<file path="config.mk">
export PLATFORM = sky130hd
export DESIGN_NAME = telemetry_poll_responder
export DESIGN_NICKNAME = d
export VERILOG_FILES = /design/src/rtl/tpr_pkg.sv /design/src/rtl/tpr_table.sv /design/src/rtl/tpr_framer.sv /design/src/rtl/telemetry_poll_responder.sv
export SDC_FILE = /design/constraint.sdc
export NUM_CORES = 2
export LEC_CHECK = 0
export BUFFER_PORTS_ARGS = -buffer_cell sky130_fd_sc_hd__buf_2
export CAP_MARGIN = 20
export CORE_ASPECT_RATIO = 1.75
export CORE_MARGIN = 2
export CORE_UTILIZATION = 50
export CTS_CLUSTER_DIAMETER = 60
export DETAILED_ROUTE_END_ITERATION = 10
export GPL_TIMING_DRIVEN = 0
export MAX_ROUTING_LAYER = met4
export PLACE_DENSITY = 0.62
export SYNTH_ARGS = -nofsm -noshare
export SYNTH_HDL_FRONTEND = slang
export SYNTH_SLANG_ARGS = --single-unit
</file>
<file path="constraint.sdc">
create_clock -name clk -period 15 [get_ports clk]
set_clock_uncertainty 0.05 [all_clocks]
set_input_delay 0.75 -clock clk [delete_from_list [all_inputs] [get_ports clk]]
set_output_delay 0.75 -clock clk [all_outputs]
set_load 0.005 [all_outputs]
</file>
<file path="src/rtl/tpr_pkg.sv">
// Package for the telemetry poll responder: frame constants, input codes and
// the controller state type. No dependencies.
package tpr_pkg;

	localparam int ENTRIES_DEF = 32;

	localparam logic [7:0] SYNC_BYTE   = 8'h7E;
	localparam logic [7:0] ESC_BYTE    = 8'h7D;
	localparam logic [7:0] ESC_SYNC    = 8'h5E;
	localparam logic [7:0] ESC_ESC     = 8'h5D;
	localparam logic [7:0] FRAME_TYPE  = 8'h10;
	localparam logic [7:0] DEV_ID_RST  = 8'hE4;
	localparam logic [7:0] TURN_RST    = 8'd6;

	typedef enum logic [1:0] {
		FUNC_RX    = 2'd0,
		FUNC_VALUE = 2'd1,
		FUNC_SETUP = 2'd2,
		FUNC_TICK  = 2'd3
	} func_t;

	localparam logic REG_DEVICE_ID = 1'b0;
	localparam logic REG_TURNAROUND = 1'b1;

	typedef enum logic [2:0] {
		ST_IDLE,
		ST_SCAN,
		ST_PICK,
		ST_LOAD,
		ST_SEND
	} state_t;

	// One 8-bit end-around-carry accumulate step.
	function automatic logic [7:0] csum_add(input logic [7:0] c, input logic [7:0] b);
		logic [8:0] s;
		logic [9:0] t;
		begin
			s = {1'b0, c} + {1'b0, b};
			t = {1'b0, s} + {9'd0, s[8]};
			csum_add = t[7:0];
		end
	endfunction

endpackage

</file>
<file path="src/rtl/tpr_table.sv">
// Entry table memory for the telemetry poll responder: one synchronous
// memory, one write and one read port, read data registered. Uses tpr_pkg.
module tpr_table #(
	parameter int ENTRIES = tpr_pkg::ENTRIES_DEF,
	parameter int IW = (ENTRIES > 1) ? $clog2(ENTRIES) : 1
) (
	input  logic          clk,
	input  logic          we,
	input  logic [IW-1:0] waddr,
	input  logic [96:0]   wdata,
	input  logic [IW-1:0] raddr,
	output logic [96:0]   rdata
);
	import tpr_pkg::*;

	// Word: fresh, due time[31:0], interval, field id, value.
	logic [96:0] mem [ENTRIES];

	always_ff @(posedge clk) begin
		if (we) begin
			mem[waddr] <= wdata;
		end
		rdata <= mem[raddr];
	end

endmodule

</file>
<file path="src/rtl/tpr_framer.sv">
// Frame builder: turns one selected entry into stuffed frame bytes, one beat
// at a time, from its own frame registers. Uses tpr_pkg.
module tpr_framer #(
	parameter int IW = 5
) (
	input  logic          clk,
	input  logic          arst_n,
	input  logic          load,
	input  logic [15:0]   fid,
	input  logic [31:0]   val,
	input  logic [IW-1:0] idx,
	output logic          busy,
	output logic          valid,
	input  logic          stall,
	output logic [7:0]    tx_byte,
	output logic          frame_end,
	output logic [4:0]    sent_index
);
	import tpr_pkg::*;

	logic [7:0] raw_q [8];
	logic [2:0] pos_q;
	logic       esc_q;
	logic       busy_q;
	logic [4:0] idx_q;
	logic [7:0] cs_q;
	logic [7:0] cur;
	logic       special;
	logic       last;
	logic       advance;

	assign cur = raw_q[pos_q];
	assign special = (cur == SYNC_BYTE) || (cur == ESC_BYTE);
	assign last = (pos_q == 3'd7) && (!special || esc_q);
	// A frame byte is finished when its last line beat is taken.
	assign advance = busy_q && !stall && !(special && !esc_q);

	// The checksum is accumulated one frame byte at a time as the bytes go
	// out; the checksum byte is filled in when byte six is finished.
	always_ff @(posedge clk) begin
		if (load) begin
			raw_q[0] <= FRAME_TYPE;
			raw_q[1] <= fid[7:0];
			raw_q[2] <= fid[15:8];
			raw_q[3] <= val[7:0];
			raw_q[4] <= val[15:8];
			raw_q[5] <= val[23:16];
			raw_q[6] <= val[31:24];
			idx_q    <= 5'(idx);
			cs_q     <= FRAME_TYPE;
		end else if (advance) begin
			if ((pos_q != 3'd0) && (pos_q != 3'd7)) begin
				cs_q <= csum_add(cs_q, cur);
			end
			if (pos_q == 3'd6) begin
				raw_q[7] <= 8'hFF - csum_add(cs_q, cur);
			end
		end
	end

	always_ff @(posedge clk or negedge arst_n) begin
		if (!arst_n) begin
			busy_q <= 1'b0;
			pos_q  <= '0;
			esc_q  <= 1'b0;
		end else if (load) begin
			busy_q <= 1'b1;
			pos_q  <= '0;
			esc_q  <= 1'b0;
		end else if (busy_q && !stall) begin
			if (special && !esc_q) begin
				esc_q <= 1'b1;
			end else begin
				esc_q <= 1'b0;
				pos_q <= pos_q + 3'd1;
				if (last) begin
					busy_q <= 1'b0;
				end
			end
		end
	end

	assign busy = busy_q;
	assign valid = busy_q;
	always_comb begin
		if (special && !esc_q) begin
			tx_byte = ESC_BYTE;
		end else if (special) begin
			tx_byte = (cur == SYNC_BYTE) ? ESC_SYNC : ESC_ESC;
		end else begin
			tx_byte = cur;
		end
	end
	assign frame_end = last;
	assign sent_index = idx_q;

endmodule

</file>
<file path="src/rtl/telemetry_poll_responder.sv">
// Telemetry poll responder top level: control sequencer over the entry table
// memory, plus the frame builder. Uses tpr_pkg, tpr_table and tpr_framer.
// Sequence: a value update reads its entry while idle and writes it back in
// ST_LOAD; setups, ticks and bytes that are no poll are done while idle. A poll
// scans the table one entry a cycle through the memory read port, then emits
// 8 to 15 beats, one a cycle while the output is not stalled.
// Throughput: one item at a time; a poll occupies the block until its last
// beat is taken. Reset is asynchronous; after it a clearing pass writes every
// table entry to zero, one a cycle, before items are accepted. Configuration
// writes are taken at any time.
module telemetry_poll_responder #(
	parameter int ENTRIES = tpr_pkg::ENTRIES_DEF,
	parameter int IW = (ENTRIES > 1) ? $clog2(ENTRIES) : 1
) (
	input  logic        clk,
	input  logic        arst_n,
	input  logic        cfg_we,
	input  logic        cfg_index,
	input  logic [7:0]  cfg_data,
	input  logic        in_valid,
	output logic        in_stall,
	input  logic [1:0]  func,
	input  logic [7:0]  rx_byte,
	input  logic [4:0]  entry_index,
	input  logic [31:0] entry_value,
	input  logic [15:0] entry_field_id,
	input  logic [15:0] entry_interval,
	output logic        out_valid,
	input  logic        out_stall,
	output logic [7:0]  tx_byte,
	output logic        frame_end,
	output logic [4:0]  sent_index
);
	import tpr_pkg::*;

	localparam logic [IW-1:0] LAST_IDX = IW'(ENTRIES - 1);
	localparam logic [IW:0] CNT_ALL = (IW+1)'(ENTRIES);

	// Configuration registers.
	logic [7:0] device_id_q;
	logic [7:0] turn_ticks_q;

	// Scalar state.
	logic [7:0]    prev_byte_q;
	logic [IW-1:0] last_idx_q;
	logic [31:0]   tick_q;
	logic [31:0]   turn_deadline_q;
	logic          turn_active_q;

	// Clearing pass after reset.
	logic          clr_q;
	logic [IW-1:0] clr_idx_q;

	// Sequencer.
	state_t        state_q, state_d;
	logic [IW-1:0] scan_idx_q;   // address being read
	logic [IW:0]   issued_q;     // reads issued so far
	logic          rd_pend_q;    // read data valid this cycle
	logic [IW-1:0] rd_idx_q;     // entry whose data is on rdata
	logic [IW:0]   checked_q;

	// Update item held for read-modify-write.
	logic [IW-1:0] op_idx_q;
	logic [31:0]   op_val_q;

	// Memory ports.
	logic          mem_we;
	logic [IW-1:0] mem_waddr;
	logic [96:0]   mem_wdata;
	logic [IW-1:0] mem_raddr;
	logic [96:0]   mem_rdata;

	// Picked entry.
	logic [96:0]   pick_q;
	logic [IW-1:0] pick_idx_q;

	logic          accept;
	logic          idx_ok;
	logic          is_poll;
	logic          hit;
	logic          fr_busy;
	logic          fr_load;
	logic [IW-1:0] next_idx;

	assign in_stall = clr_q || (state_q != ST_IDLE) || fr_busy;
	assign accept = in_valid && !in_stall;
	assign idx_ok = ({2'b0, entry_index} < 7'(ENTRIES));
	assign is_poll = (func == FUNC_RX) && !turn_active_q && (prev_byte_q == SYNC_BYTE)
		&& (rx_byte == device_id_q);

	function automatic logic [IW-1:0] wrap_inc(input logic [IW-1:0] i);
		begin
			wrap_inc = (i == LAST_IDX) ? '0 : i + IW'(1);
		end
	endfunction

	assign next_idx = wrap_inc(scan_idx_q);
	// An entry qualifies when fresh and its due time has been reached.
	assign hit = rd_pend_q && mem_rdata[96] && (tick_q >= mem_rdata[95:64]);

	always_ff @(posedge clk or negedge arst_n) begin
		if (!arst_n) begin
			device_id_q  <= DEV_ID_RST;
			turn_ticks_q <= TURN_RST;
		end else if (cfg_we) begin
			unique case (cfg_index)
				REG_DEVICE_ID:  device_id_q  <= cfg_data;
				REG_TURNAROUND: turn_ticks_q <= cfg_data;
				default: ;
			endcase
		end
	end

	always_ff @(posedge clk or negedge arst_n) begin
		if (!arst_n) begin
			clr_q     <= 1'b1;
			clr_idx_q <= '0;
		end else if (clr_q) begin
			clr_idx_q <= wrap_inc(clr_idx_q);
			if (clr_idx_q == LAST_IDX) begin
				clr_q <= 1'b0;
			end
		end
	end

	// Next state.
	always_comb begin
		state_d = state_q;
		unique case (state_q)
			ST_IDLE: begin
				if (accept) begin
					if ((func == FUNC_VALUE) && idx_ok) begin
						state_d = ST_LOAD;
					end else if (is_poll) begin
						state_d = ST_SCAN;
					end
				end
			end
			ST_SCAN: begin
				if (hit) begin
					state_d = ST_PICK;
				end else if (checked_q == CNT_ALL) begin
					state_d = ST_IDLE;
				end
			end
			ST_PICK: state_d = ST_SEND;
			ST_LOAD: state_d = ST_IDLE;
			ST_SEND: state_d = ST_IDLE;
			default: state_d = ST_IDLE;
		endcase
	end

	// Memory port control.
	always_comb begin
		mem_we    = 1'b0;
		mem_waddr = op_idx_q;
		mem_wdata = '0;
		mem_raddr = scan_idx_q;
		fr_load   = 1'b0;
		if (clr_q) begin
			mem_we    = 1'b1;
			mem_waddr = clr_idx_q;
		end else begin
			unique case (state_q)
				ST_IDLE: begin
					mem_raddr = IW'(entry_index);
					if (accept && (func == FUNC_SETUP) && idx_ok) begin
						mem_we    = 1'b1;
						mem_waddr = IW'(entry_index);
						mem_wdata = {1'b0, 32'd0, entry_interval, entry_field_id, 32'd0};
					end
				end
				ST_LOAD: begin
					mem_we    = 1'b1;
					mem_wdata = {1'b1, mem_rdata[95:32], op_val_q};
				end
				ST_PICK: begin
					mem_we    = 1'b1;
					mem_waddr = pick_idx_q;
					mem_wdata = {1'b0, tick_q + {16'd0, pick_q[63:48]}, pick_q[63:0]};
					fr_load   = 1'b1;
				end
				default: ;
			endcase
		end
	end

	always_ff @(posedge clk or negedge arst_n) begin
		if (!arst_n) begin
			state_q         <= ST_IDLE;
			prev_byte_q     <= '0;
			last_idx_q      <= '0;
			tick_q          <= '0;
			turn_deadline_q <= '0;
			turn_active_q   <= 1'b0;
			scan_idx_q      <= '0;
			issued_q        <= '0;
			checked_q       <= '0;
			rd_pend_q       <= 1'b0;
			rd_idx_q        <= '0;
		end else begin
			state_q <= state_d;
			rd_pend_q <= 1'b0;
			if (state_q == ST_IDLE && accept) begin
				unique case (func)
					FUNC_RX: begin
						if (!turn_active_q) begin
							prev_byte_q <= rx_byte;
						end
						scan_idx_q <= wrap_inc(last_idx_q);
						issued_q   <= '0;
						checked_q  <= '0;
					end
					FUNC_TICK: begin
						tick_q <= tick_q + 32'd1;
						if (turn_active_q && ((tick_q + 32'd1) > turn_deadline_q)) begin
							turn_active_q <= 1'b0;
						end
					end
					default: ;
				endcase
			end
			if (state_q == ST_SCAN) begin
				if (issued_q != CNT_ALL && !hit) begin
					rd_pend_q  <= 1'b1;
					rd_idx_q   <= scan_idx_q;
					scan_idx_q <= next_idx;
					issued_q   <= issued_q + (IW+1)'(1);
				end
				if (rd_pend_q) begin
					checked_q <= checked_q + (IW+1)'(1);
				end
			end
			if (state_q == ST_PICK) begin
				last_idx_q      <= pick_idx_q;
				turn_deadline_q <= tick_q + {24'd0, turn_ticks_q};
				turn_active_q   <= 1'b1;
			end
		end
	end

	always_ff @(posedge clk) begin
		if (state_q == ST_IDLE && accept) begin
			op_idx_q  <= IW'(entry_index);
			op_val_q  <= entry_value;
		end
		if (state_q == ST_SCAN && hit) begin
			pick_q     <= mem_rdata;
			pick_idx_q <= rd_idx_q;
		end
	end

	tpr_table #(.ENTRIES(ENTRIES), .IW(IW)) u_table (
		.clk   (clk),
		.we    (mem_we),
		.waddr (mem_waddr),
		.wdata (mem_wdata),
		.raddr (mem_raddr),
		.rdata (mem_rdata)
	);

	tpr_framer #(.IW(IW)) u_framer (
		.clk        (clk),
		.arst_n     (arst_n),
		.load       (fr_load),
		.fid        (pick_q[47:32]),
		.val        (pick_q[31:0]),
		.idx        (pick_idx_q),
		.busy       (fr_busy),
		.valid      (out_valid),
		.stall      (out_stall),
		.tx_byte    (tx_byte),
		.frame_end  (frame_end),
		.sent_index (sent_index)
	);

endmodule

</file>
* Word level (Yosys, flattened, before mapping) *
Memories as Yosys holds them, arrays and structs flattened. A register that Yosys moved wholly into a read port is not among the register bits.
Cells that the tools add are included.
Widths: inputs -> output; s select.

storage, ports and cells
  register bits after elaboration = 250
  RAM bits = 3,168
  word-level logic and storage cells = 178
  memories kept = 2

memories
  memory          depth  width  rd ports  clocked after memory_dff  wr ports  RTL line          RTL
  u_table.mem     32     97     1         1                         1         tpr_table.sv:17   logic [96:0] mem [ENTRIES];
  u_framer.raw_q  8      8      1         0                         7         tpr_framer.sv:21  logic [7:0] raw_q [8];

operators by class
  add/sub/neg operators = 12
  order comparisons = 2
  equal/unequal tests = 22
  muxes and demuxes = 66
  bitwise gates (word level) = 2
  reduce and logical (&&, ||, !) cells = 48

operators with widths
  cell                   count
  $pmux 97 s3            1
  $mux 97                1
  $mux 64                1
  $mux 5                 11
  $mux 6                 8
  $add 32x1->32 const B  1
  $add 32x16->32         1
  $add 32x8->32          1
  $ge 32x32->1           1
  $gt 32x32->1           1
  $mux 1                 28
  $mux 3                 9
  $eq 8x7->1 const B     3
  $mux 8                 3
  $logic_and 1x1->1      16
  $add 5x1->5 const B    3
  $eq 5x5->1 const B     3
  $add 6x1->6 const B    2
  $reduce_and 2->1       6
  $reduce_and 3->1       4
  $pmux 5 s2             1
  $reduce_bool 2->1      5
  $add 8x8->9            1
  $ne 3x3->1 const B     3
  other kinds (23)       38

* Logic depth before layout (Yosys ltp) *
  depth in word-level cells = 11
  depth in mapped cells = 19
  mapped depth without buffers = 18

* Cells and area by module *
A second synthesis with hierarchy kept.

second synthesis, totals
  cell total of the unflattened synthesis = 7,302
  area total of the unflattened synthesis = 137,394.3 um2

modules (own cells, without submodules)
  module                    instances  cells an instance  area an instance (um2)
  tpr_table                 1          5,666              119,862.5
  telemetry_poll_responder  1          1,388              13,953.4
  tpr_framer                1          248                3,578.4

* Worst setup path after synthesis *
No wires, ideal clock.

  path kind = reg-to-reg
  start point = register state_q[1]
  end point = memory u_table.mem[19][0] (enable)
  library setup time = 0.554 ns
  data arrival time = 6.482 ns
  required time = 14.396 ns
  setup slack = 7.914 ns
  stages on the path, launching flop included = 11
  path buffers = 3
  clock period less this slack = 7.086 ns
  cell sequence = dfrtp_1 -> buf_2 -> or4_4 -> nor4_4 -> buf_2 -> a31oi_1 -> o21ai_0 -> o311ai_0 -> or2_2 -> buf_2 -> nor2_1

between the ends
  cells in the longest elaborated chain, start to end = 11
  elaborated cells between the ends (all ways) = 18
  classes of those cells = eq/ne (2); mux (8); reduce/logical (8)

ends and longest elaborated chain
  item                           RTL line                         RTL
  start: declaration             telemetry_poll_responder.sv:55   state_t state_q, state_d;
  start signal: assignment       telemetry_poll_responder.sv:202  state_q <= state_d;
  $reduce_bool 3->1              telemetry_poll_responder.sv:85   assign in_stall = clr_q || (state_q != ST_IDLE) || fr_busy;
  $logic_or 1x1->1 (2 in a row)  telemetry_poll_responder.sv:85
  $logic_not 1->1                telemetry_poll_responder.sv:86   assign accept = in_valid && !in_stall;
  $logic_and 1x1->1              telemetry_poll_responder.sv:86
  $logic_and 1x1->1              telemetry_poll_responder.sv:167  if (accept && (func == FUNC_SETUP) && idx_ok) begin
  $mux 1                         telemetry_poll_responder.sv:167
  $pmux 1 s2                     telemetry_poll_responder.sv:164  unique case (state_q)
  $mux 1                         telemetry_poll_responder.sv:160  if (clr_q) begin
  $mux 1                         tpr_table.sv:20                  if (we) begin
  $mux 1 (implied by the code)   tpr_table.sv:21                  mem[waddr] <= wdata;
  end: declaration               tpr_table.sv:17

Parallel ways exist; a longest one is shown, timed or not.

* Worst setup path in the final report *
  start point = register state_q[2]
  end point = register u_table.rdata[71] (read register of u_table.mem)

between the ends
  cells in the longest elaborated chain, start to end = 3

ends and longest elaborated chain
  item              RTL line                         RTL
  $logic_not 3->1   telemetry_poll_responder.sv:164
  $mux 5            telemetry_poll_responder.sv:164
  $mux 5            telemetry_poll_responder.sv:160
  end: declaration  tpr_table.sv:12                  output logic [96:0] rdata

No other way between the ends.
A chain may end at the register's enable or synchronous reset.

==> flow_summary.yaml <==
status:
  run_status: "finished, final reports clean"
die:
  ioPinCount: 109
  die_x_um: 405
  start_util_pct: 50.2
  rows: 257
  dieArea_mm2: 0.285
  die_h_um: 705
  core_area_mm2: 0.280
worst_setup_path:
  worst-setup-path-type: "flop to flop"
  critPathLaunchType: "flop"
  crit_chain: "buf_2 -> nor4_4 -> buf_6 -> mux2i_1 -> buf_4 -> buf_2 -> buf_2 -> buf_2 -> buf_1 -> buf_2 -> a31oi_1 -> a221oi_2"
  worstPathArrival_ns: 7.33
  path_delay_family: "buffers and inverters"
  critPathMaxFanout: 10
  critPathCaptureType: "flop"
  critPathMostFrequentCell: "buf_2"
  cpMaxStageDelayCell: "a221oi_2"
  slowest_delay_ns: 1.06
  critPathBufInv: 8
  required_ns: 15.64
timing:
  relSlewSlack_pct: 9.32
  final.setup.tns_ns: 0
  rsz0062_at_grt: "false"
  finalMaxSlewViolations: 0
  period_minus_slack_ns: 6.69
  tightest_slew_ns: 1.36
  setup_viol: 0
  max_freq_ghz: 0.150
  fin_crit_sh_pct: 44.6
  timing.final.hold_violations: 0
route:
  viasPerCell: 6.63
  post-route-drc-count: 0
  first_iter_violations: 15900
  vias: 98700
  avgRoutedWirePerCell_um: 39.7
  finalWirelength_um: 591000
  drtAntennaViolNets: 0
  dr.pass1.iters: 10
clocking:
  cts_setup_buffers: 0
  root_buffer: "clkbuf_16"
  clkSlewWorstSetupHoldPaths_ns: 0.06
  cts_tree: "built"
  cts_buffers: 319
  cts_buffer_depth: 4
  htree_levels: 5
  cts.sinks: 3507
  clk_latency_ns: 0.98
global_route:
  grt_pass1_wl_um: 784000
  gr-usage-all-layers_pct: 42.2
  grt_pass1_vias: 94100
  grt_start_max_net_pins: 85
  antenna_found_initial: 70
  grt_overflow: 0
logic_synthesis:
  synth_top_area_cell: "edfxtp_1"
  ys_warn_count: 0
  synthesis.nets: 10300
  synth_edf_count: 3271
  synthTopCellsByArea: "edfxtp_1 70%, nand2_1 6.9%, nand3_1 3.1%, dfrtp_1 2.2%, mux4_2 1.6%"
  ys.flop_type: "edfxtp_1"
  syn_inst: 10100
  synthesis.area_mm2: 0.140
  synthArstFlopShare_pct: 3.74
  netlist_top_cells_count: "3271 x edfxtp_1, 2570 x nand2_1, 869 x nand3_1, 373 x clkbuf_1, 225 x and3_1"
  synth.avg_cell_area_um2: 13.9
  synth_top_area_share_pct: 69.9
  seq_area_frac_synth_pct: 73.8
  ys_types: 79
  yosys.cell_count.top_type: "edfxtp_1"
  synth_seq_cells: 3507
power:
  p_sw_mw: 13.9
  clock_power_share_pct: 25.3
  power_frac_comb_pct: 39.9
  p_per_area_mw_per_mm2: 202
  total_power_mw: 33.0
  sw_frac_of_total_pct: 41.9
  power_frac_seq_pct: 34.8
  p_int_mw: 19.2
  max-vdd-ir-drop_v: 0.000132
  leakage_nw: 56.5
final_layout:
  instances_no_fill: 14900
  stdcell_area_mm2: 0.164
  drive_above_1_share_pct: 13.3
  area_growth_syn_to_layout_pct: 16.6
  nNetsFinal: 11100
  final_core_util_pct: 58.6
run:
  cap_violations: 0
placed_design:
  gp_congestion: 1.02
  dp_hpwl_um: 433000
  dp.cells: 14200
  dpl_cell_area_mm2: 0.153
  portBuffers: 108
hold_path:
  hold_class: "primary input to flop"
==> through the flow <==
step	worst slack (ns)	hold WS [ns]
after global placement	0.219	0.338
after detailed placement	8.14	0.339
final	8.31	0.0358
after global routing	8.48	0.0228
after floorplan	7.91	0.336
after CTS	8.14	0.0249
==> layout by cell type (no fill, tap or decap), types with 108 or more instances in the layout <==
cell type and instances:
dfrtp_1 124, buf_2 282, buf_12 166, clkbuf_1 406, a311oi_1 172, clkbuf_16 327, and3_1 225, buf_8 108
edfxtp_1 3271, nand4_1 110, nand3_1 869, o21ai_0 116, mux2i_1 196, a31oi_1 146, ha_1 113, nand2_1 2570
a21oi_1 182
==> state kept, by name (all words and copies together) (netlist names), 32 cells and up <==
signal / count
u_table.rdata: 97
u_framer.raw_q: 56
u_table.mem: 3104
turn_deadline_q: 32
pick_q: 64
op_val_q: 32
tick_q: 32
==> final cells by class <==
type / instances / area, um^2
antenna: 85 / 213
buffer: 654 / 2980
clock buffer: 402 / 8590
clock inverter: 167 / 1690
fill: 21800 / 116000
inverter: 98 / 368
multi-input combinational: 5854 / 34300
sequential: 3507 / 104000
tap: 3626 / 4540
timing repair buffer: 490 / 7530
==> power by group through the flow <==
stage               combinational, mW  sequential [mW]  clock [mW]
floorplan                        5.99             11.5           0
global placement                 11.7             11.7           0
detailed placement               12.4             11.7           0
CTS                              12.4             11.5        8.35
global route                     13.2             11.5        8.69
finish                           13.2             11.5        8.36
==> worst paths after layout <==
check / startpoint / endpoint / slack (ns) / cells after the start
setup / recovery: state_q[2] / u_table.rdata[71] / 8.31 / 12
max in group asynchronous: arst_n / clr_q / 13.66 / 3
hold / removal: entry_value[5] / op_val_q[5] / 0.04 / 1
min in group asynchronous: arst_n / turn_deadline_q[24] / 0.34 / 2
hold reg to reg: u_table.rdata[28] / pick_q[28] / 0.34 / 0
setup reg to reg: state_q[2] / u_table.rdata[71] / 8.31 / 12
==> cells by family (layout without fill, tap and decap cells) <==
logic type	Yosys count	after routing	share of synthesized area, %
compound gates	1155	1155	5.96
xor+xnor	145	145	0.904
fa+ha+maj	116	116	1.05
buf+inv	752	1811	2.35
flops	3507	3507	73.8
mux	340	340	3.37
other cells	0	85	0
simple gates	4098	4098	12.6
==> timing repair <==
item | CTS | global route
gates resized for setup | 0 | 0
hold buffers | 28 | 0
hold endpoints to repair | 74 | 0
==> routing by layer <==
layer	vias to the layer above	GRT usage [%]	part of all wire, %
met5	-	-	0
met1	49100	43.7	30
met2	7520	64.3	46
li1	39600	-	-
met4	0	42.1	13
met3	2489	10.6	11
No activity file was read; power rests on OpenSTA's default activity.
